$ cat src/sv/ppcm_pkg.sv
// Shared types, constants and helper functions of the pitch PD controller.
`timescale 1ns / 1ps
package ppcm_pkg;

   typedef enum logic [2:0] {
      REG_GAIN_ANGLE  = 3'd0,
      REG_GAIN_RATE   = 3'd1,
      REG_AMPLITUDE   = 3'd2,
      REG_PHASE_STEP  = 3'd3,
      REG_HOVER_FORCE = 3'd4,
      REG_ARM_LENGTH  = 3'd5,
      REG_SPIN_GAIN   = 3'd6,
      REG_SPIN_OFFSET = 3'd7
   } reg_idx_type;

   localparam logic [23:0] GAIN_ANGLE_RST  = 24'd65536;
   localparam logic [23:0] GAIN_RATE_RST   = 24'd65536;
   localparam logic [16:0] AMPLITUDE_RST   = 17'd0;
   localparam logic [31:0] PHASE_STEP_RST  = 32'd858993;
   localparam logic [23:0] HOVER_FORCE_RST = 24'd455950;
   localparam logic [15:0] ARM_LENGTH_RST  = 16'd11236;
   localparam logic [23:0] SPIN_GAIN_RST   = 24'd7986217;
   localparam logic [23:0] SPIN_OFFSET_RST = 24'd1712587;

   // pi/180000 in Q40, 0.0154*pi/180 in Q32, turns per millidegree in Q48
   localparam logic signed [31:0] THETA_K = 32'sd19190098;
   localparam logic signed [31:0] OMEGA_K = 32'sd1154404;
   localparam logic signed [31:0] TURN_K  = 32'sd781874935;

   localparam logic signed [17:0] COS_FLOOR = 18'sd1024;

   localparam int CW = 34;       // CORDIC datapath width
   localparam int DIVW = 46;     // divider dividend width
   localparam int DVSW = 17;     // divider divisor width
   localparam int SQW = 64;      // square root radicand width

   localparam logic signed [CW-1:0] CORDIC_INIT = 34'sd652032874;

   typedef logic signed [CW-1:0] cw_type;

   function automatic cw_type atan_turn(input logic [3:0] i);
      cw_type v;
      case (i)
         4'd0:    v = 34'sd536870912;
         4'd1:    v = 34'sd316933406;
         4'd2:    v = 34'sd167458907;
         4'd3:    v = 34'sd85004756;
         4'd4:    v = 34'sd42667331;
         4'd5:    v = 34'sd21354465;
         4'd6:    v = 34'sd10679838;
         4'd7:    v = 34'sd5340245;
         4'd8:    v = 34'sd2670163;
         4'd9:    v = 34'sd1335087;
         4'd10:   v = 34'sd667544;
         4'd11:   v = 34'sd333772;
         4'd12:   v = 34'sd166886;
         4'd13:   v = 34'sd83443;
         4'd14:   v = 34'sd41722;
         4'd15:   v = 34'sd20861;
         default: v = '0;
      endcase
      return v;
   endfunction

   // Round Q30 to Q16 and clamp to +-1.0
   function automatic logic signed [17:0] to_q16(input cw_type v);
      logic signed [CW:0] s;
      logic signed [CW:0] q;
      logic signed [17:0] r;
      s = {v[CW-1], v} + 35'sd8192;
      q = s >>> 14;
      if (q > 35'sd65536) begin
         r = 18'sd65536;
      end else if (q < -35'sd65536) begin
         r = -18'sd65536;
      end else begin
         r = q[17:0];
      end
      return r;
   endfunction

endpackage

$ cat src/sv/ppcm_divider.sv
// Restoring unsigned divider, one quotient bit a cycle.
`timescale 1ns / 1ps
module ppcm_divider (
   input  logic                          clock,
   input  logic                          reset,
   input  logic                          start,
   input  logic [ppcm_pkg::DIVW-1:0]     dividend,
   input  logic [ppcm_pkg::DVSW-1:0]     divisor,
   output logic                          done,
   output logic [ppcm_pkg::DIVW-1:0]     quotient
);
   logic [ppcm_pkg::DIVW-1:0] quo_ff, quo_in;
   logic [ppcm_pkg::DVSW-1:0] rem_ff, rem_in, dvs_ff, dvs_in;
   logic [ppcm_pkg::DVSW:0]   rem_sh;
   logic [5:0]                cnt_ff, cnt_in;
   logic                      busy_ff, busy_in, done_ff, done_in;

   always_comb begin
      rem_sh  = {rem_ff, quo_ff[ppcm_pkg::DIVW-1]};
      quo_in  = quo_ff;
      rem_in  = rem_ff;
      dvs_in  = dvs_ff;
      cnt_in  = cnt_ff;
      busy_in = busy_ff;
      done_in = 1'b0;
      if (start) begin
         quo_in  = dividend;
         rem_in  = '0;
         dvs_in  = divisor;
         cnt_in  = '0;
         busy_in = 1'b1;
      end else if (busy_ff) begin
         if (rem_sh >= {1'b0, dvs_ff}) begin
            rem_in = ppcm_pkg::DVSW'(rem_sh - {1'b0, dvs_ff});
            quo_in = {quo_ff[ppcm_pkg::DIVW-2:0], 1'b1};
         end else begin
            rem_in = rem_sh[ppcm_pkg::DVSW-1:0];
            quo_in = {quo_ff[ppcm_pkg::DIVW-2:0], 1'b0};
         end
         cnt_in = cnt_ff + 6'd1;
         if (cnt_ff == 6'(ppcm_pkg::DIVW - 1)) begin
            busy_in = 1'b0;
            done_in = 1'b1;
         end
      end
   end

   always_ff @(posedge clock) begin
      if (reset) begin
         busy_ff <= 1'b0;
         done_ff <= 1'b0;
      end else begin
         busy_ff <= busy_in;
         done_ff <= done_in;
      end
      quo_ff <= quo_in;
      rem_ff <= rem_in;
      dvs_ff <= dvs_in;
      cnt_ff <= cnt_in;
   end

   assign done     = done_ff;
   assign quotient = quo_ff;
endmodule

$ cat config.mk
export PLATFORM = sky130hd
export DESIGN_NAME = ppcm_divider
export DESIGN_NICKNAME = d
export VERILOG_FILES = /design/src/sv/ppcm_pkg.sv /design/src/sv/ppcm_divider.sv
export SDC_FILE = /design/constraint.sdc
export NUM_CORES = 1
export LEC_CHECK = 0
export BUFFER_PORTS_ARGS = -buffer_cell sky130_fd_sc_hd__buf_2
export CORE_MARGIN = 2
export CORE_UTILIZATION = 50
export DETAILED_ROUTE_END_ITERATION = 16
export PLACE_DENSITY_LB_ADDON = 0.12
export SYNTH_ARGS = -nofsm -noshare
export SYNTH_HDL_FRONTEND = slang
export SYNTH_SLANG_ARGS = --single-unit
$ cat constraint.sdc
create_clock -name clock -period 3.7 [get_ports clock]
set_clock_uncertainty 0.1 [all_clocks]
set_input_delay 0.74 -clock clock [delete_from_list [all_inputs] [get_ports clock]]
set_output_delay 0.74 -clock clock [all_outputs]
set_load 0.1 [all_outputs]
# --- Word level (Yosys, flattened, before mapping) ---
# Index checks and enable logic that the tools add are counted.
op_classes:
  n_addsub: 2
  magnitude_cmp: 1
  eq_ne: 1
  mux: 8
  bitwise: 1
  reduce_logical: 2
ops:
  columns: ["cell", "count"]
  rows:
  - ["2-to-1 mux 46 bit", 2]
  - [">= comparator 18 x 17 -> 1 bit", 1]
  - ["2-to-1 mux 17 bit", 1]
  - ["subtractor 17 bit", 1]
  - ["adder 6 x 1 -> 6 bit (second input constant)", 1]
  - ["equality test 6 bit (second input constant)", 1]
  - ["2-to-1 mux 1 bit", 5]
  - ["OR reduction 3 bit", 1]
  - ["nonzero test 2 bit", 1]
  - ["inverter 1 bit", 1]
word_totals:
  reg_bits: 88
  inputBits: 66
  word_cells: 21

# --- Logic depth before layout (Yosys ltp) ---
logic_depth:
  depth_word: 4
  depth_mapped: 12
  depth_no_buf: 10

# --- Worst setup path before layout ---
# Ideal clock, no wire load.
synth_timing:
  kind: "register -> register"
  from: "register quo_ff, in the netlist quotient[45]"
  to: "register quo_ff, in the netlist quotient[0], data pin"
  setup_ns: 0.260
  t_arrival_ns: 2.890
  required_ns: 3.340
  setup_slack_ns: 0.450
  path_stages_with_launch: 11
  n_path_buf: 1
  synth_period_minus_slack_ns: 3.250
  path_cell_list: "edfxtp_1 -> inv_1 -> ha_1 -> inv_1 -> fa_1 -> a211oi_2 -> o21ai_2 -> o211ai_1 -> nand3_1 -> buf_2 -> mux2_2"
synth_between:
  elab_chain_len: 4
synth_lines:
  columns: ["item", "line_no", "text"]
  rows:
  - ["start: declaration", "ppcm_divider.sv:12", "logic [ppcm_pkg::DIVW-1:0] quo_ff, quo_in;"]
  - ["start signal: assignment", "ppcm_divider.sv:56", "quo_ff <= quo_in;"]
  - [">= comparator 18 x 17 -> 1 bit", "ppcm_divider.sv:33", "if (rem_sh >= {1'b0, dvs_ff}) begin"]
  - ["2-to-1 mux 1 bit", "ppcm_divider.sv:33", null]
  - ["2-to-1 mux 46 bit", "ppcm_divider.sv:32", "end else if (busy_ff) begin"]
  - ["2-to-1 mux 46 bit", "ppcm_divider.sv:26", "if (start) begin"]
  - ["net quo_in (one bit)", "ppcm_divider.sv:12", null]
# The timed path passes the listed nets, and every way through them passes these cells. The select of a mux whose other input is x is not followed.
# A chain may end at the register's enable or synchronous reset.

# --- Worst setup path in the final report ---
layout_timing:
  from: "register quo_ff, in the netlist quotient[45]"
  to: "register rem_ff[0] (netlist name)"
layout_between:
  elab_chain_len: 2
  word_cells_on_any_way: 3
layout_lines:
  columns: ["item", "line_no", "text"]
  rows:
  - ["subtractor 17 bit or >= comparator 18 x 17 -> 1 bit (tied branches)", "ppcm_divider.sv:34, ppcm_divider.sv:33", null]
  - ["2-to-1 mux 17 bit (*)", "ppcm_divider.sv:33", null]
  - ["end signal: assignment", "ppcm_divider.sv:57", "rem_ff <= rem_in;"]
  - ["end: declaration", "ppcm_divider.sv:13", "logic [ppcm_pkg::DVSW-1:0] rem_ff, rem_in, dvs_ff, dvs_in;"]
# Mark *: on every way between the ends. The rest lies on a longest branch, timed or not.

==> impl_results.md <==
* Status: completed
* Ys flop type: edfxtp_1
* RePlAce Congestion at 0.883
* Worst slew margin at 52.4%
* # hold bufs at CTS at 0
* Via count of the first global-routing pass at 3204
* Vert. Die Dim at 98.6 um
* Routed wire length at 9140 um
* WP buf/inv at 2
* Gate Count Post-Synth at 381
* Post-synth EDFFs at 63
* CP Cell Sequence: inv_1, ha_1, inv_1, fa_1, a211oi_2, o21ai_2, o211ai_1, and3_1, mux2_4, a211oi_2
* Largest net degree at the start of global routing at 59
* YS warnings at 0
* Fill count at 762
* CP top delay family: compound AO/OA/AOI/OAI gates
* Fin area at 5310 um^2
* Comb power frac at 30.6%
* WS Path Type: register to register
* TritonCTS Buffers at 9
* Leak at 0.00223 uW
* Vias per std cell at 5.47
* CTS root buf: clkbuf_8
* Clock slew at reported path FFs at 100 ps
* FF+latch count, synth at 88
* Pre-antenna DRT Iters at 5
* # Post-CTS Setup Buffers at 0
* Crit path required time at 3890 ps
* Final Core Density at 61.2%
* Flop pwr share at 45.3%
* N_diodes at 0
* Endpoints failing setup at 0
* Final period util at 78.3%
* Crit path DAT at 3090 ps
* Mapped Nets at 467
* Clock latency on the worst-skew pair at 370 ps
* CTS resizes at 0
* Dpl hpwl at 6610 um
* Initial core utilization at 51.5%
* DRC Markers at 0
* DR vias at 3312
* First DRT Iteration DRCs at 184
* Clock share of power at 24.1%
* PwrDens at 499 nW/um^2
* Source of the worst hold timing path: cnt_ff[5]
* DR WL/cell at 15.1 um
* Area grow syn2layout at 18.8%
* Final Hold Fails at 0
* Share of flip-flops with an asynchronous set or reset at 0%
* Syn avg cell area at 11.7 um^2
* Hold Path Class: register to register
* Sw Ratio at 38.9%
* First-pass GRT wire length at 15100 um
* Setup crit start: quotient[45]
* Slowest cell on crit path: and3_1
* Die Footprint at 9710 um^2
* CP max FO at 9
* Clk buf depth at 2
* All-Layer GR Usage at 19.4%
* Net Sw Power at 1030 uW
* Mapped cell area at 4470 um^2
* Core ar. at 8680 um^2
* Min Tclk post-route at 2900 ps
* Max-cap violations at 0
* Sequential share of the synthesized area at 53.5%
* Synth cell types at 52
* Non-filler cells, final at 606
* Critical path endpoint category: register
* R2R Path Start: quotient[45]
* VDD IR-drop max at 0.284 mV
* Worst slew pin tran at 714 ps
* H-tree lvl count at 3
* GRT overflow at 0
* Setup_tns at 0 ps
* PortBufs at 112
* Crit path largest cell delay at 430 ps
* Post-place instance area at 5130 um^2
* Max Slew Vio Count at 0
* I/O pins at 113
* CTS tree: yes
* Post-layout nets at 579
* Clock sinks at 88
* Share of cells above drive strength 1 at 37.6%
* RSZ-0062 raised after global routing: false
* Initial antenna violation count at 0
* P_int at 1620 uW
* Post-DRT Antenna Nets at 0
* Crit start category: register
* Core Rows at 34
* Die Wd at 98.6 um
* Fmax at 0.345 GHz
* Placed Cells incl. Taps at 590
kinds of logic after synthesis:
logic type                 synth area share, %
AOI/OAI and AO/OA                         12.8
xor gates and xnor gates                  2.94
adders and majority gates                 5.77
buffers and inverters                     4.00
DFF                                       53.5
muxes                                     11.9
and+or+nand+nor                           9.04
registers in the layout, summed over array words and instances (netlist names):
signal / cells
cnt_ff: 6
rem_ff: 17
quotient: 46
busy_ff: 1
done: 1
dvs_ff: 17
worst reg2reg max path: stages, from the launching register on:
cell and delay (ps):
edfxtp_1 390, inv_1 90, ha_1 160, inv_1 50, fa_1 420, a211oi_2 300
o21ai_2 130, o211ai_1 220, and3_1 430, mux2_4 340, a211oi_2 200
per-layer routing:
| layer | up-vias | global-route usage, % | routed length, um |
|---|---|---|---|
| li1 | 1638 | - | - |
| met1 | 1560 | 26.9 | 4250 |
| met2 | 103 | 29.5 | 4100 |
| met3 | 11 | 6.17 | 676 |
| met4 | 0 | 5.37 | 119 |
| met5 | - | 0 | 0 |
cell usage after synthesis, drive strengths merged, types with 8 or more instances:
| library cell | instances | area share, % |
|---|---|---|
| a21oi | 20 | 2.2 |
| a311oi | 8 | 1.6 |
| buf | 14 | 1.7 |
| dfxtp | 25 | 11 |
| edfxtp | 63 | 42 |
| ha | 19 | 5.3 |
| inv | 25 | 2.1 |
| mux2 | 47 | 12 |
| nand2 | 32 | 2.7 |
| nor2 | 24 | 2.0 |
| o21ai | 14 | 1.7 |
| xor2 | 8 | 1.6 |
final cells by class:
| type | count | area [um^2] | area share [%] |
|---|---|---|---|
| repair buffers | 118 | 606 | 11.4 |
| multi-input cells | 251 | 1900 | 35.8 |
| well taps | 108 | 135 | 2.54 |
| inverters | 25 | 93.8 | 1.77 |
| flip-flops and latches | 88 | 2390 | 45.1 |
| clock buffers | 9 | 124 | 2.33 |
| clock inverters | 7 | 60.1 | 1.13 |
final timing paths:
| kind | endpoint | cells after the start | slack, ps |
|---|---|---|---|
| max | rem_ff[0] | 10 | 800 |
| min | cnt_ff[5] | 2 | 400 |
| max reg2reg | rem_ff[0] | 10 | 800 |
| min reg2reg | cnt_ff[5] | 2 | 400 |
stage by stage:
stage               hold WS, ps  power [uW]  setup WS, ps
global route                422        2770           577
CTS                         401        2670           774
finish                      401        2650           803
floorplan                   344        1890           450
detailed placement          379        2030           756
global placement            372        2030           861
placed cells by master, fill, tap and decap left out, types with 8 or more instances in the layout:
master / n
clkbuf_8: 9
inv_1: 23
edfxtp_1: 63
a311oi_1: 8
buf_2: 112
xor2_1: 8
o21ai_0: 12
dfxtp_1: 25
a21oi_1: 20
nand2_1: 32
mux2_2: 46
ha_1: 19
nor2_1: 24
power groups by stage:
| stage | sequential [uW] | clock, uW | combinational, uW |
|---|---|---|---|
| floorplan | 1600 | 0 | 283 |
| global placement | 1220 | 0 | 806 |
| detailed placement | 1220 | 0 | 812 |
| finish | 1200 | 638 | 813 |
| CTS | 1200 | 658 | 813 |
| global route | 1220 | 689 | 862 |
No activity file was read; power rests on OpenSTA's default activity.
