==> src/sv/ppcm_pkg.sv <==
// Shared types, constants and helper functions of the pitch PD controller.
`timescale 1ns / 1ps
package ppcm_pkg;

   typedef enum logic [2:0] {
      REG_GAIN_ANGLE  = 3'd0,
      REG_GAIN_RATE   = 3'd1,
      REG_AMPLITUDE   = 3'd2,
      REG_PHASE_STEP  = 3'd3,
      REG_HOVER_FORCE = 3'd4,
      REG_ARM_LENGTH  = 3'd5,
      REG_SPIN_GAIN   = 3'd6,
      REG_SPIN_OFFSET = 3'd7
   } reg_idx_type;

   localparam logic [23:0] GAIN_ANGLE_RST  = 24'd65536;
   localparam logic [23:0] GAIN_RATE_RST   = 24'd65536;
   localparam logic [16:0] AMPLITUDE_RST   = 17'd0;
   localparam logic [31:0] PHASE_STEP_RST  = 32'd858993;
   localparam logic [23:0] HOVER_FORCE_RST = 24'd455950;
   localparam logic [15:0] ARM_LENGTH_RST  = 16'd11236;
   localparam logic [23:0] SPIN_GAIN_RST   = 24'd7986217;
   localparam logic [23:0] SPIN_OFFSET_RST = 24'd1712587;

   // pi/180000 in Q40, 0.0154*pi/180 in Q32, turns per millidegree in Q48
   localparam logic signed [31:0] THETA_K = 32'sd19190098;
   localparam logic signed [31:0] OMEGA_K = 32'sd1154404;
   localparam logic signed [31:0] TURN_K  = 32'sd781874935;

   localparam logic signed [17:0] COS_FLOOR = 18'sd1024;

   localparam int CW = 34;       // CORDIC datapath width
   localparam int DIVW = 46;     // divider dividend width
   localparam int DVSW = 17;     // divider divisor width
   localparam int SQW = 64;      // square root radicand width

   localparam logic signed [CW-1:0] CORDIC_INIT = 34'sd652032874;

   typedef logic signed [CW-1:0] cw_type;

   function automatic cw_type atan_turn(input logic [3:0] i);
      cw_type v;
      case (i)
         4'd0:    v = 34'sd536870912;
         4'd1:    v = 34'sd316933406;
         4'd2:    v = 34'sd167458907;
         4'd3:    v = 34'sd85004756;
         4'd4:    v = 34'sd42667331;
         4'd5:    v = 34'sd21354465;
         4'd6:    v = 34'sd10679838;
         4'd7:    v = 34'sd5340245;
         4'd8:    v = 34'sd2670163;
         4'd9:    v = 34'sd1335087;
         4'd10:   v = 34'sd667544;
         4'd11:   v = 34'sd333772;
         4'd12:   v = 34'sd166886;
         4'd13:   v = 34'sd83443;
         4'd14:   v = 34'sd41722;
         4'd15:   v = 34'sd20861;
         default: v = '0;
      endcase
      return v;
   endfunction

   // Round Q30 to Q16 and clamp to +-1.0
   function automatic logic signed [17:0] to_q16(input cw_type v);
      logic signed [CW:0] s;
      logic signed [CW:0] q;
      logic signed [17:0] r;
      s = {v[CW-1], v} + 35'sd8192;
      q = s >>> 14;
      if (q > 35'sd65536) begin
         r = 18'sd65536;
      end else if (q < -35'sd65536) begin
         r = -18'sd65536;
      end else begin
         r = q[17:0];
      end
      return r;
   endfunction

endpackage

==> src/sv/ppcm_cordic.sv <==
// Iterative CORDIC giving sine and cosine of a 32-bit turn angle, one step a cycle.
`timescale 1ns / 1ps
module ppcm_cordic (
   input  logic               clock,
   input  logic               reset,
   input  logic               start,
   input  logic [31:0]        angle,
   output logic               done,
   output logic signed [17:0] sin_q16,
   output logic signed [17:0] cos_q16
);
   ppcm_pkg::cw_type x_ff, y_ff, z_ff, x_in, y_in, z_in;
   logic             busy_ff, busy_in, done_ff, done_in, flip_ff, flip_in;
   logic [3:0]       iter_ff, iter_in;
   logic [31:0]      a_rot;
   logic             flip_now;
   logic [31:0]      a_plus;
   ppcm_pkg::cw_type dx, dy, at;

   always_comb begin
      a_plus   = angle + 32'h4000_0000;
      flip_now = a_plus[31];
      a_rot    = flip_now ? angle + 32'h8000_0000 : angle;
      dx       = y_ff >>> iter_ff;
      dy       = x_ff >>> iter_ff;
      at       = ppcm_pkg::atan_turn(iter_ff);
      x_in     = x_ff;
      y_in     = y_ff;
      z_in     = z_ff;
      flip_in  = flip_ff;
      iter_in  = iter_ff;
      busy_in  = busy_ff;
      done_in  = 1'b0;
      if (start) begin
         x_in    = ppcm_pkg::CORDIC_INIT;
         y_in    = '0;
         z_in    = {{2{a_rot[31]}}, a_rot};
         flip_in = flip_now;
         iter_in = '0;
         busy_in = 1'b1;
      end else if (busy_ff) begin
         if (!z_ff[ppcm_pkg::CW-1]) begin
            x_in = x_ff - dx;
            y_in = y_ff + dy;
            z_in = z_ff - at;
         end else begin
            x_in = x_ff + dx;
            y_in = y_ff - dy;
            z_in = z_ff + at;
         end
         iter_in = iter_ff + 4'd1;
         if (iter_ff == 4'd15) begin
            busy_in = 1'b0;
            done_in = 1'b1;
         end
      end
   end

   always_ff @(posedge clock) begin
      if (reset) begin
         busy_ff <= 1'b0;
         done_ff <= 1'b0;
      end else begin
         busy_ff <= busy_in;
         done_ff <= done_in;
      end
      x_ff    <= x_in;
      y_ff    <= y_in;
      z_ff    <= z_in;
      flip_ff <= flip_in;
      iter_ff <= iter_in;
   end

   logic signed [17:0] s_r, c_r;
   always_comb begin
      s_r     = ppcm_pkg::to_q16(y_ff);
      c_r     = ppcm_pkg::to_q16(x_ff);
      sin_q16 = flip_ff ? -s_r : s_r;
      cos_q16 = flip_ff ? -c_r : c_r;
   end

   assign done = done_ff;
endmodule

==> config.mk <==
export PLATFORM = sky130hd
export DESIGN_NAME = ppcm_cordic
export DESIGN_NICKNAME = d
export VERILOG_FILES = /design/src/sv/ppcm_pkg.sv /design/src/sv/ppcm_cordic.sv
export SDC_FILE = /design/constraint.sdc
export NUM_CORES = 1
export LEC_CHECK = 0
export BUFFER_PORTS_ARGS = -buffer_cell sky130_fd_sc_hd__buf_2
export CAP_MARGIN = 10
export CORE_UTILIZATION = 55
export CTS_BUF_LIST = sky130_fd_sc_hd__clkbuf_8
export CTS_CLUSTER_DIAMETER = 30
export DETAILED_ROUTE_END_ITERATION = 10
export PLACE_DENSITY = 0.72
export SYNTH_ARGS = -nofsm -noshare
export SYNTH_HDL_FRONTEND = slang
export SYNTH_SLANG_ARGS = --single-unit
==> constraint.sdc <==
create_clock -name clock -period 10.3 [get_ports clock]
set_clock_uncertainty 0.05 [all_clocks]
set_input_delay 1.545 -clock clock [delete_from_list [all_inputs] [get_ports clock]]
set_output_delay 1.545 -clock clock [all_outputs]
set_load 0.01 [all_outputs]
* Word level (Yosys, flattened, before mapping)
Memories as Yosys holds them, arrays and structs flattened. A register that Yosys moved wholly into a read port is not among the register bits. Cells that the tools add are included. Widths: inputs -> output; s select.
Word-level totals: bits in registers 109, output and inout bits 37, memories kept 1, input port bits 35, word-level logic and storage cells 49, ROM bits 480
Memory list:
- (no name shown) | words 16, bits a word 30, read ports 1, clocked after Yosys merged registers in 1, write ports 0, RTL line ppcm_pkg.sv:43 | case (i)
Operators by class: reduce and logical (&&, ||, !) cells 2, order comparisons 4, muxes and demuxes 18, eq/ne operators 1, add/subtract/negate cells 13, shifts and indexed selects 2, bitwise gates (word level) 1
Operator list (count):
- $mux 34 | 5
- $mux 18 | 6
- $add 34x34->34 | 3
- $sub 34x34->34 | 3
- $add 34x15->35 const B | 2
- $sshr 34x4->34 | 2
- $gt 21x18->1 const B | 2
- $lt 21x17->1 const B | 2
- $neg 18->18 | 2
- $add 32x31->32 const B | 1
- $add 32x32->32 const B | 1
- $mux 32 | 1
- $mux 4 | 2
- $add 4x1->4 const B | 1
- $eq 4x4->1 const B | 1
- $mux 1 | 4
- $reduce_or 3->1 | 1
- $reduce_bool 2->1 | 1
- $not 1->1 | 1

* Longest topological paths before layout
word-level depth 6, mapped depth 33, depth with buffers taken out 26

* Least setup slack after synthesis
Ideal clock, no wire load.
path type register to register, start point reg iter_ff[2], end point reg y_ff[33], buffers on the path 10, required time 10129 ps, library setup time 121 ps, path slack 3316 ps, data arrival time 6813 ps, cell stages (with the launch flop) 31, clock period less this slack 6984 ps, path through dfxtp_1 clkbuf_1 buf_2 buf_2 clkbuf_1 buf_1 clkbuf_1 clkbuf_1 clkbuf_1 clkbuf_1 a21o_1 ha_1 inv_1 a2111o_1 nor4_1 nand2b_1 or2_2 a2111oi_0 nor2_1 xor2_1 ha_1 clkbuf_1 a21oi_1 o21ai_0 a21o_1 o31a_1 a21oi_1 a311oi_1 a211o_1 nand2_1 mux2_2
On the way: cells in the longest elaborated chain, start to end 3, elaborated cells on any way between the ends 4, classes of those cells add/sub (2); shift (1); mux (1)
Ends and longest elaborated chain:
- start: declaration | RTL line ppcm_cordic.sv:14 | logic [3:0] iter_ff, iter_in;
- start signal: assignment | RTL line ppcm_cordic.sv:71 | iter_ff <= iter_in;
- $sshr 34x4->34 (*) | RTL line ppcm_cordic.sv:25 | dy = x_ff >>> iter_ff;
- $add 34x34->34 / $sub 34x34->34 (equally long branches) | RTL line ppcm_cordic.sv:44, ppcm_cordic.sv:48
- $mux 34 (*) | RTL line ppcm_cordic.sv:42 | if (!z_ff[ppcm_pkg::CW-1]) begin
- end signal: assignment | RTL line ppcm_cordic.sv:68 | y_ff <= y_in;
- end: declaration | RTL line ppcm_cordic.sv:12 | ppcm_pkg::cw_type x_ff, y_ff, z_ff, x_in, y_in, z_in;
Mark *: on every way between the ends. The rest lies on a longest branch, timed or not. A chain may end at the register's enable or synchronous reset.

* Final worst setup path
start point reg iter_ff[0], end point reg y_ff[33]
Same word-level chain as after synthesis.

==> flow_results.org <==
** Run status
- The flow ran to the end, and the final reports show no timing, DRC or antenna violations.

** Clock tree
- TritonCTS built the clock tree.
- The tree is rooted in a sky130_fd_sc_hd__clkbuf_8.
- Number of buffers inserted to repair setup after CTS :: 0
- Clk slew on worst S/H paths :: 0.09 ns
- Clock sink count :: 139
- Counting the buffers created by CTS gives 17.
- Worst-Skew Late Latency :: 0.50 ns
- In this run, post-CTS repair resized a total of 0 instances.
- In this run the number of H-tree levels came out at 4.
- Hold-fix buffers, CTS :: 0
- The clock passes through at most 2 buffers.

** Route
- Drt pass-1 iters :: 7
- Drc violations :: 0
- The count of nets left with antenna violations once routing finished came out at 0.
- Detailed-route via count :: 18960
- The final layout contains routed wiring with a total length of 56.43 mm.
- Number of DRC violations after detailed-routing iteration 0 :: 1692
- Vias per Instance :: 6.508
- Drt wl/cell :: 19.37 um

** Setup path
- Launching element type of the critical path :: flop
- STA classifies the critical path endpoint as a flop.
- Data arrival time of the critical path :: 7.66 ns
- WS Path Type :: reg -> reg
- Largest fanout on the critical path :: 54
- CP required :: 10.64 ns

** Global route
- Pin count of the biggest net entering global routing :: 98
- Global routing finished with a remaining overflow of 0.
- Number of antenna violations at the first check in global routing :: 0
- Vias in the first global route :: 17930
- First-pass GRT wire length :: 91.94 mm
- Gr usage total :: 31.83%

** Yosys
- Synthesis produced a netlist with a net count of 2656.
- Counting every instance in the synthesized netlist gives 2504.
- A synthesized cell averages 7.541 sq um.
- Number of distinct library cells after synthesis :: 85
- Flop and latch count out of synthesis :: 139
- Sequential cells were found to cover 16.59% of the synthesized design area.
- Yosys printed 0 warnings.
- Dominant register cell in the synthesized netlist :: sky130_fd_sc_hd__dfxtp_1
- Async set-or-reset flop fraction in the synthesized netlist :: 0%
- The synthesized design contains 35 enable-type register cells.
- Netlist Area Pre-Place :: 0.01888 sq mm

** Timing
- The final count of pins violating max slew came to 0.
- Headroom to the max-slew limit :: 22.16%
- In the finished design, the share of the clock period the worst path needs comes to 71.06%.
- Tightest Pin Transition :: 1.163 ns
- Setup repair after global routing left no endpoint under its margin.
- Number of hold violations in the final report :: 0
- Post-route minimum period :: 7.319 ns
- Based on the critical path, the design can be clocked at up to 136.6 MHz.
- After routing, the total negative slack on setup checks comes to 0 ns.
- Setup-failing EPs final :: 0

** Finish
- Count of fill cells added during filler insertion :: 3226
- Once layout is done, the placed cells without fillers occupy 0.01973 sq mm.
- Registers take 0.003144 sq mm.
- Layout net count :: 2604
- Area of the multi-input gates :: 0.01478 sq mm
- The repair_antennas step left the layout with diodes totalling 0.
- The area growth from synthesis to layout is 4.499%.
- Layout cell share with drive strength beyond 1 :: 10.18%

** Die
- Floorplan die height :: 187.3 um
- Row cnt :: 67
- Initial standard-cell utilization of the core :: 56.17%
- Placeable core area :: 0.03362 sq mm
- Count of boundary I/O pins :: 72
- Die area :: 0.03508 sq mm
- Horizontal extent of the die :: 187.3 um

** Placement
- Count of input and output buffers :: 71
- Placed wire-length estimate :: 41.28 mm
- The placed instances occupy a cell area of 0.01930 sq mm.
- At the end of routability-driven placement, the weighted congestion stood at 0.9611.

** Min path
- The path class of the tightest hold or removal check is reg -> reg.

** Pwr
- Pwr Density :: 370.8 mW/mm^2
- Cell leakage power :: 7.981 nW
- IR drop worst, VDD :: 0.0002249 V

** Flow run
- Maximum capacitance violations :: 0
==> metal layers <==
layer  track usage [%]  wire length (um)  vias up
met1             39.11             23450     8894
met2             54.85             27010      747
met5                 0                 0        -
li1                  -                 -     9162
met4             14.44              2445        0
met3             4.597              3525      154
==> metrics by stage <==
step	util (%)	power, mW	std cells	hold WS (ns)	worst slack, ns
floorplan	-	5.464	2504	0.4157	3.316
global placement	57.42	6.584	2881	0.4418	3.272
detailed placement	57.42	6.686	2881	0.4677	3.141
CTS	58.70	7.251	2913	0.4808	3.104
global route	58.70	8.009	2913	0.5234	2.565
finish	58.70	7.317	2913	0.4899	2.981
==> synth_stat cells (57+ instances only) <==
library cell               number  area share [%]
sky130_fd_sc_hd__a21oi_1      214             5.7
sky130_fd_sc_hd__clkbuf_1     118             2.3
sky130_fd_sc_hd__dfxtp_1      104              11
sky130_fd_sc_hd__ha_1         114             7.6
sky130_fd_sc_hd__inv_1         65             1.3
sky130_fd_sc_hd__mux2_2        57             3.4
sky130_fd_sc_hd__mux2i_1       88             4.7
sky130_fd_sc_hd__nand2_1      267             5.3
sky130_fd_sc_hd__nand3_1       62             1.6
sky130_fd_sc_hd__nor2_1       214             4.3
sky130_fd_sc_hd__o21ai_0      193             5.1
sky130_fd_sc_hd__xnor2_1      122             5.7
sky130_fd_sc_hd__xor2_1       101             4.7
==> cell families after synthesis <==
family | synth area share, %
AND/OR/NAND/NOR | 20.93
AO/OA/AOI/OAI | 25.97
buffers and inverters | 5.188
XOR/XNOR | 10.43
multiplexers | 13.01
flip-flops | 16.59
adder cells (fa/ha/maj) | 7.872
==> area by class of cell <==
| type | instances | share of cell area (%) |
|---|---|---|
| multi-input cells | 2127 | 74.88 |
| well taps | 448 | 2.841 |
| flip-flops and latches | 139 | 15.94 |
| clock buffers | 17 | 1.186 |
| inverters | 68 | 1.294 |
| clock inverters | 15 | 0.9829 |
| repair buffers | 99 | 2.879 |
==> flip-flops by register name, indices dropped and copies added (netlist names) <==
| signal | count |
|---|---|
| done | 1 |
| z_ff | 34 |
| at | 30 |
| y_ff | 34 |
| iter_ff | 4 |
| x_ff | 34 |
| busy_ff | 1 |
| flip_ff | 1 |
==> final timing paths <==
kind | startpoint | end | slack, ns | cells after the start
setup / recovery | iter_ff[0]$_SDFFE_PP0P_ | y_ff[33]$_SDFFE_PP0P_ | 2.98 | 25
hold / removal | x_ff[2]$_SDFFE_PP0P_ | x_ff[2]$_SDFFE_PP0P_ | 0.49 | 2
setup reg to reg | iter_ff[0]$_SDFFE_PP0P_ | y_ff[33]$_SDFFE_PP0P_ | 2.98 | 25
hold reg to reg | x_ff[2]$_SDFFE_PP0P_ | x_ff[2]$_SDFFE_PP0P_ | 0.49 | 2
==> layout by cell type (no fill, tap or decap), types with 18 or more instances in the layout <==
cell                         n
sky130_fd_sc_hd__nor2_1    214
sky130_fd_sc_hd__edfxtp_1   35
sky130_fd_sc_hd__and2_1     21
sky130_fd_sc_hd__xor2_1    101
sky130_fd_sc_hd__a211oi_1   36
sky130_fd_sc_hd__inv_1      66
sky130_fd_sc_hd__nor2b_1    29
sky130_fd_sc_hd__mux2_2     57
sky130_fd_sc_hd__a21o_1     53
sky130_fd_sc_hd__nand2_1   267
sky130_fd_sc_hd__a21oi_1   214
sky130_fd_sc_hd__o21a_1     24
sky130_fd_sc_hd__buf_2      70
sky130_fd_sc_hd__nand2b_1   40
sky130_fd_sc_hd__o21ai_0   193
sky130_fd_sc_hd__buf_4      29
sky130_fd_sc_hd__o211ai_1   21
sky130_fd_sc_hd__nor4_1     20
sky130_fd_sc_hd__and3_1     23
sky130_fd_sc_hd__mux4_2     27
sky130_fd_sc_hd__o31ai_1    18
sky130_fd_sc_hd__nand3_1    62
sky130_fd_sc_hd__ha_1      114
sky130_fd_sc_hd__a31oi_1    42
sky130_fd_sc_hd__mux2i_1    88
sky130_fd_sc_hd__dfxtp_1    99
sky130_fd_sc_hd__nand4_1    25
sky130_fd_sc_hd__xnor2_1   122
sky130_fd_sc_hd__nor3_1     53
==> worst max-delay path, cell delays in order (launching register included) <==
cell and delay [ns]:
sky130_fd_sc_hd__dfxtp_2 0.32, sky130_fd_sc_hd__buf_4 0.34, sky130_fd_sc_hd__buf_4 0.57, sky130_fd_sc_hd__nor2_1 0.36, sky130_fd_sc_hd__a222oi_1 0.41, sky130_fd_sc_hd__a21oi_1 0.13
sky130_fd_sc_hd__inv_1 0.12, sky130_fd_sc_hd__ha_1 0.20, sky130_fd_sc_hd__inv_1 0.05, sky130_fd_sc_hd__a2111o_1 0.38, sky130_fd_sc_hd__nor4_1 0.57, sky130_fd_sc_hd__nand2b_1 0.30
sky130_fd_sc_hd__or2_2 0.37, sky130_fd_sc_hd__a2111oi_0 0.37, sky130_fd_sc_hd__nor2_1 0.10, sky130_fd_sc_hd__xor2_1 0.21, sky130_fd_sc_hd__ha_1 0.41, sky130_fd_sc_hd__a21oi_1 0.17
sky130_fd_sc_hd__o21ai_0 0.10, sky130_fd_sc_hd__a21o_1 0.20, sky130_fd_sc_hd__o31a_1 0.33, sky130_fd_sc_hd__a21oi_1 0.25, sky130_fd_sc_hd__a311oi_1 0.17, sky130_fd_sc_hd__a211o_1 0.29
sky130_fd_sc_hd__nand2_1 0.09, sky130_fd_sc_hd__mux2_2 0.34
==> report_power, final <==
group	internal (mW)	switching (mW)
logic	2.43	3.18
clock network	0.264	0.252
registers	0.772	0.424
Note: power is estimated with default switching activity, not from simulation.
