<file path="src/sv/ppcm_pkg.sv">
// Shared types, constants and helper functions of the pitch PD controller.
`timescale 1ns / 1ps
package ppcm_pkg;

   typedef enum logic [2:0] {
      REG_GAIN_ANGLE  = 3'd0,
      REG_GAIN_RATE   = 3'd1,
      REG_AMPLITUDE   = 3'd2,
      REG_PHASE_STEP  = 3'd3,
      REG_HOVER_FORCE = 3'd4,
      REG_ARM_LENGTH  = 3'd5,
      REG_SPIN_GAIN   = 3'd6,
      REG_SPIN_OFFSET = 3'd7
   } reg_idx_type;

   localparam logic [23:0] GAIN_ANGLE_RST  = 24'd65536;
   localparam logic [23:0] GAIN_RATE_RST   = 24'd65536;
   localparam logic [16:0] AMPLITUDE_RST   = 17'd0;
   localparam logic [31:0] PHASE_STEP_RST  = 32'd858993;
   localparam logic [23:0] HOVER_FORCE_RST = 24'd455950;
   localparam logic [15:0] ARM_LENGTH_RST  = 16'd11236;
   localparam logic [23:0] SPIN_GAIN_RST   = 24'd7986217;
   localparam logic [23:0] SPIN_OFFSET_RST = 24'd1712587;

   // pi/180000 in Q40, 0.0154*pi/180 in Q32, turns per millidegree in Q48
   localparam logic signed [31:0] THETA_K = 32'sd19190098;
   localparam logic signed [31:0] OMEGA_K = 32'sd1154404;
   localparam logic signed [31:0] TURN_K  = 32'sd781874935;

   localparam logic signed [17:0] COS_FLOOR = 18'sd1024;

   localparam int CW = 34;       // CORDIC datapath width
   localparam int DIVW = 46;     // divider dividend width
   localparam int DVSW = 17;     // divider divisor width
   localparam int SQW = 64;      // square root radicand width

   localparam logic signed [CW-1:0] CORDIC_INIT = 34'sd652032874;

   typedef logic signed [CW-1:0] cw_type;

   function automatic cw_type atan_turn(input logic [3:0] i);
      cw_type v;
      case (i)
         4'd0:    v = 34'sd536870912;
         4'd1:    v = 34'sd316933406;
         4'd2:    v = 34'sd167458907;
         4'd3:    v = 34'sd85004756;
         4'd4:    v = 34'sd42667331;
         4'd5:    v = 34'sd21354465;
         4'd6:    v = 34'sd10679838;
         4'd7:    v = 34'sd5340245;
         4'd8:    v = 34'sd2670163;
         4'd9:    v = 34'sd1335087;
         4'd10:   v = 34'sd667544;
         4'd11:   v = 34'sd333772;
         4'd12:   v = 34'sd166886;
         4'd13:   v = 34'sd83443;
         4'd14:   v = 34'sd41722;
         4'd15:   v = 34'sd20861;
         default: v = '0;
      endcase
      return v;
   endfunction

   // Round Q30 to Q16 and clamp to +-1.0
   function automatic logic signed [17:0] to_q16(input cw_type v);
      logic signed [CW:0] s;
      logic signed [CW:0] q;
      logic signed [17:0] r;
      s = {v[CW-1], v} + 35'sd8192;
      q = s >>> 14;
      if (q > 35'sd65536) begin
         r = 18'sd65536;
      end else if (q < -35'sd65536) begin
         r = -18'sd65536;
      end else begin
         r = q[17:0];
      end
      return r;
   endfunction

endpackage

</file>
<file path="src/sv/ppcm_sqrt.sv">
// Integer floor square root, one root bit a cycle.
`timescale 1ns / 1ps
module ppcm_sqrt (
   input  logic                       clock,
   input  logic                       reset,
   input  logic                       start,
   input  logic [ppcm_pkg::SQW-1:0]   radicand,
   output logic                       done,
   output logic [ppcm_pkg::SQW/2-1:0] root
);
   localparam int RW = ppcm_pkg::SQW / 2;
   logic [ppcm_pkg::SQW-1:0] val_ff, val_in;
   logic [RW-1:0]            root_ff, root_in;
   logic [RW+1:0]            rem_ff, rem_in;
   logic [RW+2:0]            rem_sh, trial;
   logic [4:0]               cnt_ff, cnt_in;
   logic                     busy_ff, busy_in, done_ff, done_in;

   always_comb begin
      rem_sh  = {rem_ff[RW:0], val_ff[ppcm_pkg::SQW-1 -: 2]};
      trial   = {1'b0, root_ff, 2'b01};
      val_in  = val_ff;
      root_in = root_ff;
      rem_in  = rem_ff;
      cnt_in  = cnt_ff;
      busy_in = busy_ff;
      done_in = 1'b0;
      if (start) begin
         val_in  = radicand;
         root_in = '0;
         rem_in  = '0;
         cnt_in  = '0;
         busy_in = 1'b1;
      end else if (busy_ff) begin
         val_in = {val_ff[ppcm_pkg::SQW-3:0], 2'b00};
         if (rem_sh >= trial) begin
            rem_in  = (RW+2)'(rem_sh - trial);
            root_in = {root_ff[RW-2:0], 1'b1};
         end else begin
            rem_in  = rem_sh[RW+1:0];
            root_in = {root_ff[RW-2:0], 1'b0};
         end
         cnt_in = cnt_ff + 5'd1;
         if (cnt_ff == 5'(RW - 1)) begin
            busy_in = 1'b0;
            done_in = 1'b1;
         end
      end
   end

   always_ff @(posedge clock) begin
      if (reset) begin
         busy_ff <= 1'b0;
         done_ff <= 1'b0;
      end else begin
         busy_ff <= busy_in;
         done_ff <= done_in;
      end
      val_ff  <= val_in;
      root_ff <= root_in;
      rem_ff  <= rem_in;
      cnt_ff  <= cnt_in;
   end

   assign done = done_ff;
   assign root = root_ff;
endmodule

</file>
<file path="config.mk">
export PLATFORM = sky130hd
export DESIGN_NAME = ppcm_sqrt
export DESIGN_NICKNAME = d
export VERILOG_FILES = /design/src/sv/ppcm_pkg.sv /design/src/sv/ppcm_sqrt.sv
export SDC_FILE = /design/constraint.sdc
export NUM_CORES = 1
export LEC_CHECK = 0
export BUFFER_PORTS_ARGS = -buffer_cell sky130_fd_sc_hd__buf_2
export CORE_MARGIN = 2
export CORE_UTILIZATION = 38
export CTS_CLUSTER_DIAMETER = 150
export DETAILED_ROUTE_END_ITERATION = 10
export GPL_ROUTABILITY_DRIVEN = 0
export PLACE_DENSITY = 0.57
export SYNTH_ARGS = -nofsm -noshare
export SYNTH_HDL_FRONTEND = slang
export SYNTH_SLANG_ARGS = --single-unit
</file>
<file path="constraint.sdc">
create_clock -name clock -period 4.1 [get_ports clock]
set_clock_uncertainty 0.2 [all_clocks]
set_input_delay 0.205 -clock clock [delete_from_list [all_inputs] [get_ports clock]]
set_output_delay 0.205 -clock clock [all_outputs]
set_load 0.02 [all_outputs]
</file>
* Word-level counts from Yosys, hierarchy flattened
Index checks and enable logic that the tools add are counted.
** Storage, ports and cells
- Register bits after elaboration :: 136
- Input bits :: 67
- Output and inout bits :: 33
- Logic and storage cells :: 21
** Cells by class
- $add $sub $neg :: 2
- Order comparisons :: 1
- Eq/ne operators :: 1
- Muxes and demuxes :: 8
- Bitwise operators :: 1
- Reductions and logical operators :: 2
** Operator list (number)
- 64-bit two-way mux :: 2
- 35-bit by 34-bit greater-or-equal comparator with 1-bit output :: 1
- 33-bit two-way mux :: 1
- 33-bit subtractor :: 1
- 5-bit by 1-bit adder with 5-bit output, second input constant :: 1
- 5-bit equality test, second input constant :: 1
- 1-bit two-way mux :: 5
- 3-bit OR reduction :: 1
- 2-bit nonzero test :: 1
- 1-bit inverter :: 1

* Longest topological paths before layout
- Depth after elaboration :: 4
- Gate-level depth with buffers :: 12
- Depth with buffers taken out :: 10

* Least setup slack after synthesis
No wires, ideal clock.
- Path kind :: register to register
- From :: register root_ff[4], in the netlist root[4]
- To :: register rem_ff[19]
- Setup time :: 86 ps
- Data arrival time :: 2780 ps
- Required time :: 3814 ps
- Slack :: 1035 ps
- Cell stages (with the launch flop) :: 13
- Buffers on the path :: 2
- Clock period less this slack :: 3065 ps
- Path through :: dfxtp_1 > inv_1 > ha_1 > buf_2 > a21o_1 > a221oi_2 > o31ai_2 > o21a_4 > o41ai_4 > o21ai_4 > buf_4 > mux2i_1 > a211oi_1
** Between the ends
- Cells in the longest elaborated chain, start to end :: 2
- Elaborated cells on any way between the ends :: 3
- Classes of those cells :: add/sub (1); order compare (1); mux (1)
** RTL lines
- from (decl) :: RTL line ppcm_sqrt.sv:13 : logic [RW-1:0] root_ff, root_in;
- from (signal assigned) :: RTL line ppcm_sqrt.sv:60 : root_ff <= root_in;
- 33-bit subtractor or 35-bit by 34-bit greater-or-equal comparator with 1-bit output (tied branches) :: RTL line ppcm_sqrt.sv:37, ppcm_sqrt.sv:36
- 33-bit two-way mux (*) :: RTL line ppcm_sqrt.sv:36 : if (rem_sh >= trial) begin
- to (signal assigned) :: RTL line ppcm_sqrt.sv:61 : rem_ff <= rem_in;
- to (decl) :: RTL line ppcm_sqrt.sv:14 : logic [RW+1:0] rem_ff, rem_in;
Mark *: on every way between the ends. The rest lies on a longest branch, timed or not.
A chain may end at the register's enable or synchronous reset.

* Worst setup path in the final report
- From :: register root_ff[16], in the netlist root[16]
- To :: register rem_ff[21]
The elaborated chain is that of the path after synthesis.

==> impl_metrics.prom <==
# TYPE chip_impl_metric gauge
chip_impl_metric{name="fp.dieW",unit="um"} 145
chip_impl_metric{name="relSlewSlack",unit="%"} 44.9
chip_impl_metric{name="p_seq_share",unit="%"} 29.7
chip_impl_metric{name="timing.critical_path.slowest_cell_delay",unit="ns"} 0.52
chip_impl_metric{name="ant_nets",unit=""} 0
chip_impl_metric{name="largest_net_degree_at_the_start_of_global_routing",unit=""} 86
chip_impl_metric{name="dp_hpwl",unit="um"} 11300
chip_impl_metric{name="synth_area",unit="mm^2"} 0.00756
chip_impl_info{name="worstPathCellList",value="inv_1, ha_1, nand2_1, o21ai_1, a32oi_1, a21oi_1, o41ai_4, o21a_2, or3b_2, a311oi_1"} 1
chip_impl_metric{name="grt_antenna_before_repair",unit=""} 0
chip_impl_info{name="slowest_stage",value="sky130_fd_sc_hd__or3b_2"} 1
chip_impl_metric{name="synth.net_count",unit=""} 833
chip_impl_metric{name="buffer_ports.inserted",unit=""} 99
chip_impl_metric{name="synth-seq-area-share",unit="%"} 44.5
chip_impl_metric{name="avg_synthesized_cell_area",unit="um^2"} 10.4
chip_impl_metric{name="synth_cells",unit=""} 730
chip_impl_metric{name="yosysWarnings",unit=""} 0
chip_impl_metric{name="setup_slack_on_the_worst_flop_to_flop_path",unit="ns"} 0.72
chip_impl_info{name="criticalPathCategory",value="reg -> reg"} 1
chip_impl_metric{name="sw_frac_of_total",unit="%"} 39.1
chip_impl_metric{name="die_h",unit="um"} 145
chip_impl_metric{name="clkSlewWorstSetupHoldPaths",unit="ns"} 0.07
chip_impl_metric{name="cts.repair.resized",unit=""} 0
chip_impl_metric{name="global_route_total_usage_across_every_layer",unit="%"} 16.9
chip_impl_metric{name="power.ir.vdd_worst",unit="V"} 0.000384
chip_impl_metric{name="async_flop_share",unit="%"} 0
chip_impl_info{name="cp-endpoint",value="rem_ff[21]"} 1
chip_impl_metric{name="p_leak",unit="nW"} 3.90
chip_impl_metric{name="post_synth_num_cell_types",unit=""} 66
chip_impl_metric{name="dieArea",unit="mm^2"} 0.0210
chip_impl_metric{name="fin_tns_setup",unit="ns"} 0
chip_impl_metric{name="edff_count_synth",unit=""} 64
chip_impl_metric{name="seqCellArea",unit="mm^2"} 0.00337
chip_impl_metric{name="critical_path_arrival",unit="ns"} 3.51
chip_impl_metric{name="cts_bufs_inserted",unit=""} 17
chip_impl_metric{name="r2r.worst_path.cells",unit=""} 10
chip_impl_metric{name="drv.max_cap_violation_count",unit=""} 0
chip_impl_info{name="worst_setup_path_end_kind",value="flip-flop"} 1
chip_impl_metric{name="timing.final.crit_period",unit="ns"} 3.38
chip_impl_info{name="crit_start",value="root[16]"} 1
chip_impl_metric{name="post_route_cells_drive_above_1_share",unit="%"} 24.1
chip_impl_info{name="hold_path_startpoint",value="start"} 1
chip_impl_metric{name="finalPower",unit="mW"} 5.79
chip_impl_info{name="worst_r2r_startpoint",value="root[16]"} 1
chip_impl_metric{name="worst_pin_slew",unit="ns"} 0.826
chip_impl_metric{name="detailedRoute.firstPassIterationCount",unit=""} 6
chip_impl_info{name="run_status",value="complete, no violations"} 1
chip_impl_metric{name="detail_route.vias_per_cell",unit=""} 5.09
chip_impl_metric{name="finalSetupViolations",unit=""} 0
chip_impl_metric{name="num_antenna_cells",unit=""} 0
chip_impl_metric{name="clkPwrFrac",unit="%"} 26.4
chip_impl_metric{name="detailedRoute.firstIterationViolations",unit=""} 308
chip_impl_metric{name="clock_tree.buffer_depth",unit=""} 2
chip_impl_metric{name="initial_utilization",unit="%"} 38.8
chip_impl_info{name="grt_setup_unrepaired",value="false"} 1
chip_impl_metric{name="slew_violations",unit=""} 0
chip_impl_metric{name="cts.sink_count",unit=""} 136
chip_impl_metric{name="critical_path.max_fanout",unit=""} 21
chip_impl_metric{name="placedCellCount",unit=""} 1059
chip_impl_metric{name="hold_slack",unit="ns"} 0.0777
chip_impl_metric{name="drc",unit=""} 0
chip_impl_metric{name="grt_first_pass_wirelength",unit="um"} 29100
chip_impl_metric{name="post_cts_hold_buffer_count",unit=""} 65
chip_impl_metric{name="vias_in_the_first_global_route",unit=""} 5853
chip_impl_metric{name="intPower",unit="mW"} 3.53
chip_impl_metric{name="flow.area_growth_from_synthesis",unit="%"} 26.0
chip_impl_metric{name="worstSkewPairLatency",unit="ns"} 0.43
chip_impl_metric{name="timing_hold_violations_final",unit=""} 0
chip_impl_info{name="rr_endpoint",value="rem_ff[21]"} 1
chip_impl_metric{name="drt_wl_total",unit="um"} 17500
chip_impl_metric{name="fin_crit_sh",unit="%"} 82.3
chip_impl_metric{name="cts_htree_levels",unit=""} 4
chip_impl_metric{name="multi_input_logic_area",unit="mm^2"} 0.00384
chip_impl_metric{name="drt-wirelength-per-cell",unit="um"} 15.1
chip_impl_metric{name="fmax",unit="MHz"} 296
chip_impl_info{name="class_of_the_tightest_hold_or_removal_check",value="in -> reg"} 1
chip_impl_metric{name="finish.cell_count_without_fillers",unit=""} 1156
chip_impl_metric{name="floorplan.rows",unit=""} 51
chip_impl_metric{name="postSynthRegisterBits",unit=""} 136
chip_impl_metric{name="post-cts-setup-buffer-count",unit=""} 0
chip_impl_metric{name="critical_path_required",unit="ns"} 4.23
chip_impl_info{name="path_delay_family",value="compound AO/OA/AOI/OAI gates"} 1
chip_impl_info{name="dominantRegCellSynth",value="sky130_fd_sc_hd__dfxtp_1"} 1
chip_impl_metric{name="vias",unit=""} 5885
chip_impl_info{name="critPathLaunchType",value="flip-flop"} 1
chip_impl_metric{name="placeableCoreArea",unit="mm^2"} 0.0195
chip_impl_metric{name="globalRouteOverflowTotal",unit=""} 0
chip_impl_info{name="clock_tree_from_tritoncts",value="yes"} 1
chip_impl_metric{name="num-nets-final",unit=""} 981
chip_impl_metric{name="power.density",unit="mW/mm^2"} 608
chip_impl_metric{name="floorplan.io_pins",unit=""} 100
chip_impl_metric{name="power_frac_comb",unit="%"} 43.9
chip_impl_metric{name="cp_num_cells",unit=""} 10
chip_impl_metric{name="worst-path-buf-inv",unit=""} 1
chip_impl_metric{name="layout.filler_cells",unit=""} 1800
chip_impl_info{name="clk_root_buffer_cell",value="sky130_fd_sc_hd__clkbuf_16"} 1
chip_impl_metric{name="switching_power",unit="mW"} 2.26
chip_impl_metric{name="fraction_of_the_core_area_covered_by_cells_at_the_end_of_the_flow",unit="%"} 48.9
-- layout make-up --
cell class / instances / area share, %
Clock inverter: 15 / 1.83
Inverter: 48 / 1.89
Tap cell: 265 / 3.48
Multi-Input combinational cell: 506 / 40.3
Timing Repair Buffer: 169 / 12.7
Sequential cell: 136 / 35.3
Clock buffer: 17 / 4.47
-- metrics by stage --
stage	area [um^2]	worst slack, ns
2_1_floorplan	7560	1.03
3_3_place_gp	8280	0.819
3_5_place_dp	8280	0.747
4_1_cts	9530	0.725
5_1_grt	9530	0.358
6_report	9530	0.725
-- layer usage --
layer  global-route usage (%)  wire [um]  vias up
li1                         -          -     2982
met1                     22.0       8280     2770
met2                     27.6       8310      111
met3                     4.37        603       22
met4                     5.10        265        0
met5                        0          0        -
-- power by group through the flow --
stage               Combinational (mW)  Clock, mW  Sequential, mW
floorplan                         1.98          0            1.70
global placement                  2.48          0            1.75
detailed placement                2.47          0            1.75
CTS                               2.55       1.57            1.72
global route                      2.82       1.62            1.74
finish                            2.55       1.53            1.72
-- worst min-delay path by stage --
| stage | endpoint | slack, ns | depth (start not counted) |
|---|---|---|---|
| 6_report | cnt_ff[4] | 0.08 | 2 |
| 5_1_grt | cnt_ff[4] | 0.12 | 2 |
| 4_1_cts | cnt_ff[4] | 0.08 | 2 |
| 3_5_place_dp | busy_ff | 0.19 | 2 |
| 3_3_place_gp | busy_ff | 0.19 | 2 |
| 2_1_floorplan | busy_ff | 0.08 | 1 |
-- cell usage after synthesis, drive strengths merged, types with 3 or more instances --
cell | count | share of area (%)
nor2 | 89 | 4.4
dfxtp | 72 | 19
edfxtp | 64 | 25
mux2 | 62 | 9.2
mux2i | 52 | 6.9
inv | 48 | 2.4
ha | 36 | 6.0
clkbuf | 25 | 1.2
a21oi | 24 | 1.6
nand2 | 23 | 1.1
o21ai | 23 | 1.7
nand3 | 22 | 1.5
a211oi | 21 | 2.1
buf | 15 | 1.1
nor3 | 14 | 0.99
xnor2 | 14 | 1.6
a21o | 9 | 0.89
and3 | 9 | 0.74
a311oi | 8 | 1.2
nand2b | 8 | 0.66
xor2 | 8 | 0.93
nand4b | 7 | 0.81
nor2b | 6 | 0.50
o21a | 6 | 0.71
nand4 | 5 | 0.41
o311ai | 5 | 0.58
nor4 | 4 | 0.41
o21bai | 4 | 0.40
or3 | 4 | 0.33
a31oi | 3 | 0.25
a32oi | 3 | 0.35
o2111ai | 3 | 0.35
o221ai | 3 | 0.35
o31ai | 3 | 0.36
o41ai | 3 | 0.60
-- sequential cells by signal, indices dropped and copies added (netlist names) --
name     count
busy_ff      1
val_ff      64
rem_ff      33
root        32
done         1
cnt_ff       5
-- cell families after synthesis --
family                   share of synthesized area [%]
adder cells (fa/ha/maj)                           5.96
flip-flops                                        44.5
AO/OA/AOI/OAI                                     13.1
XOR/XNOR                                          2.55
buffers and inverters                             4.75
AND/OR/NAND/NOR                                   13.0
multiplexers                                      16.1
-- layout by cell type, fill, tap and decap left out, drive strengths merged, types with 7 or more instances in the layout --
cell type      n
edfxtp        64
mux2i         52
a311oi         8
buf          104
xor2           8
and3           9
ha            36
clkbuf        17
a21oi         24
nand3         22
nand2b         8
dfxtp         72
mux2          62
inv           57
nand2         23
o21ai         23
nand4b         7
xnor2         14
nor3          14
a211oi        21
nor2          89
a21o           9
dlygate4sd3   65
Power figures use the tool's default switching activity.
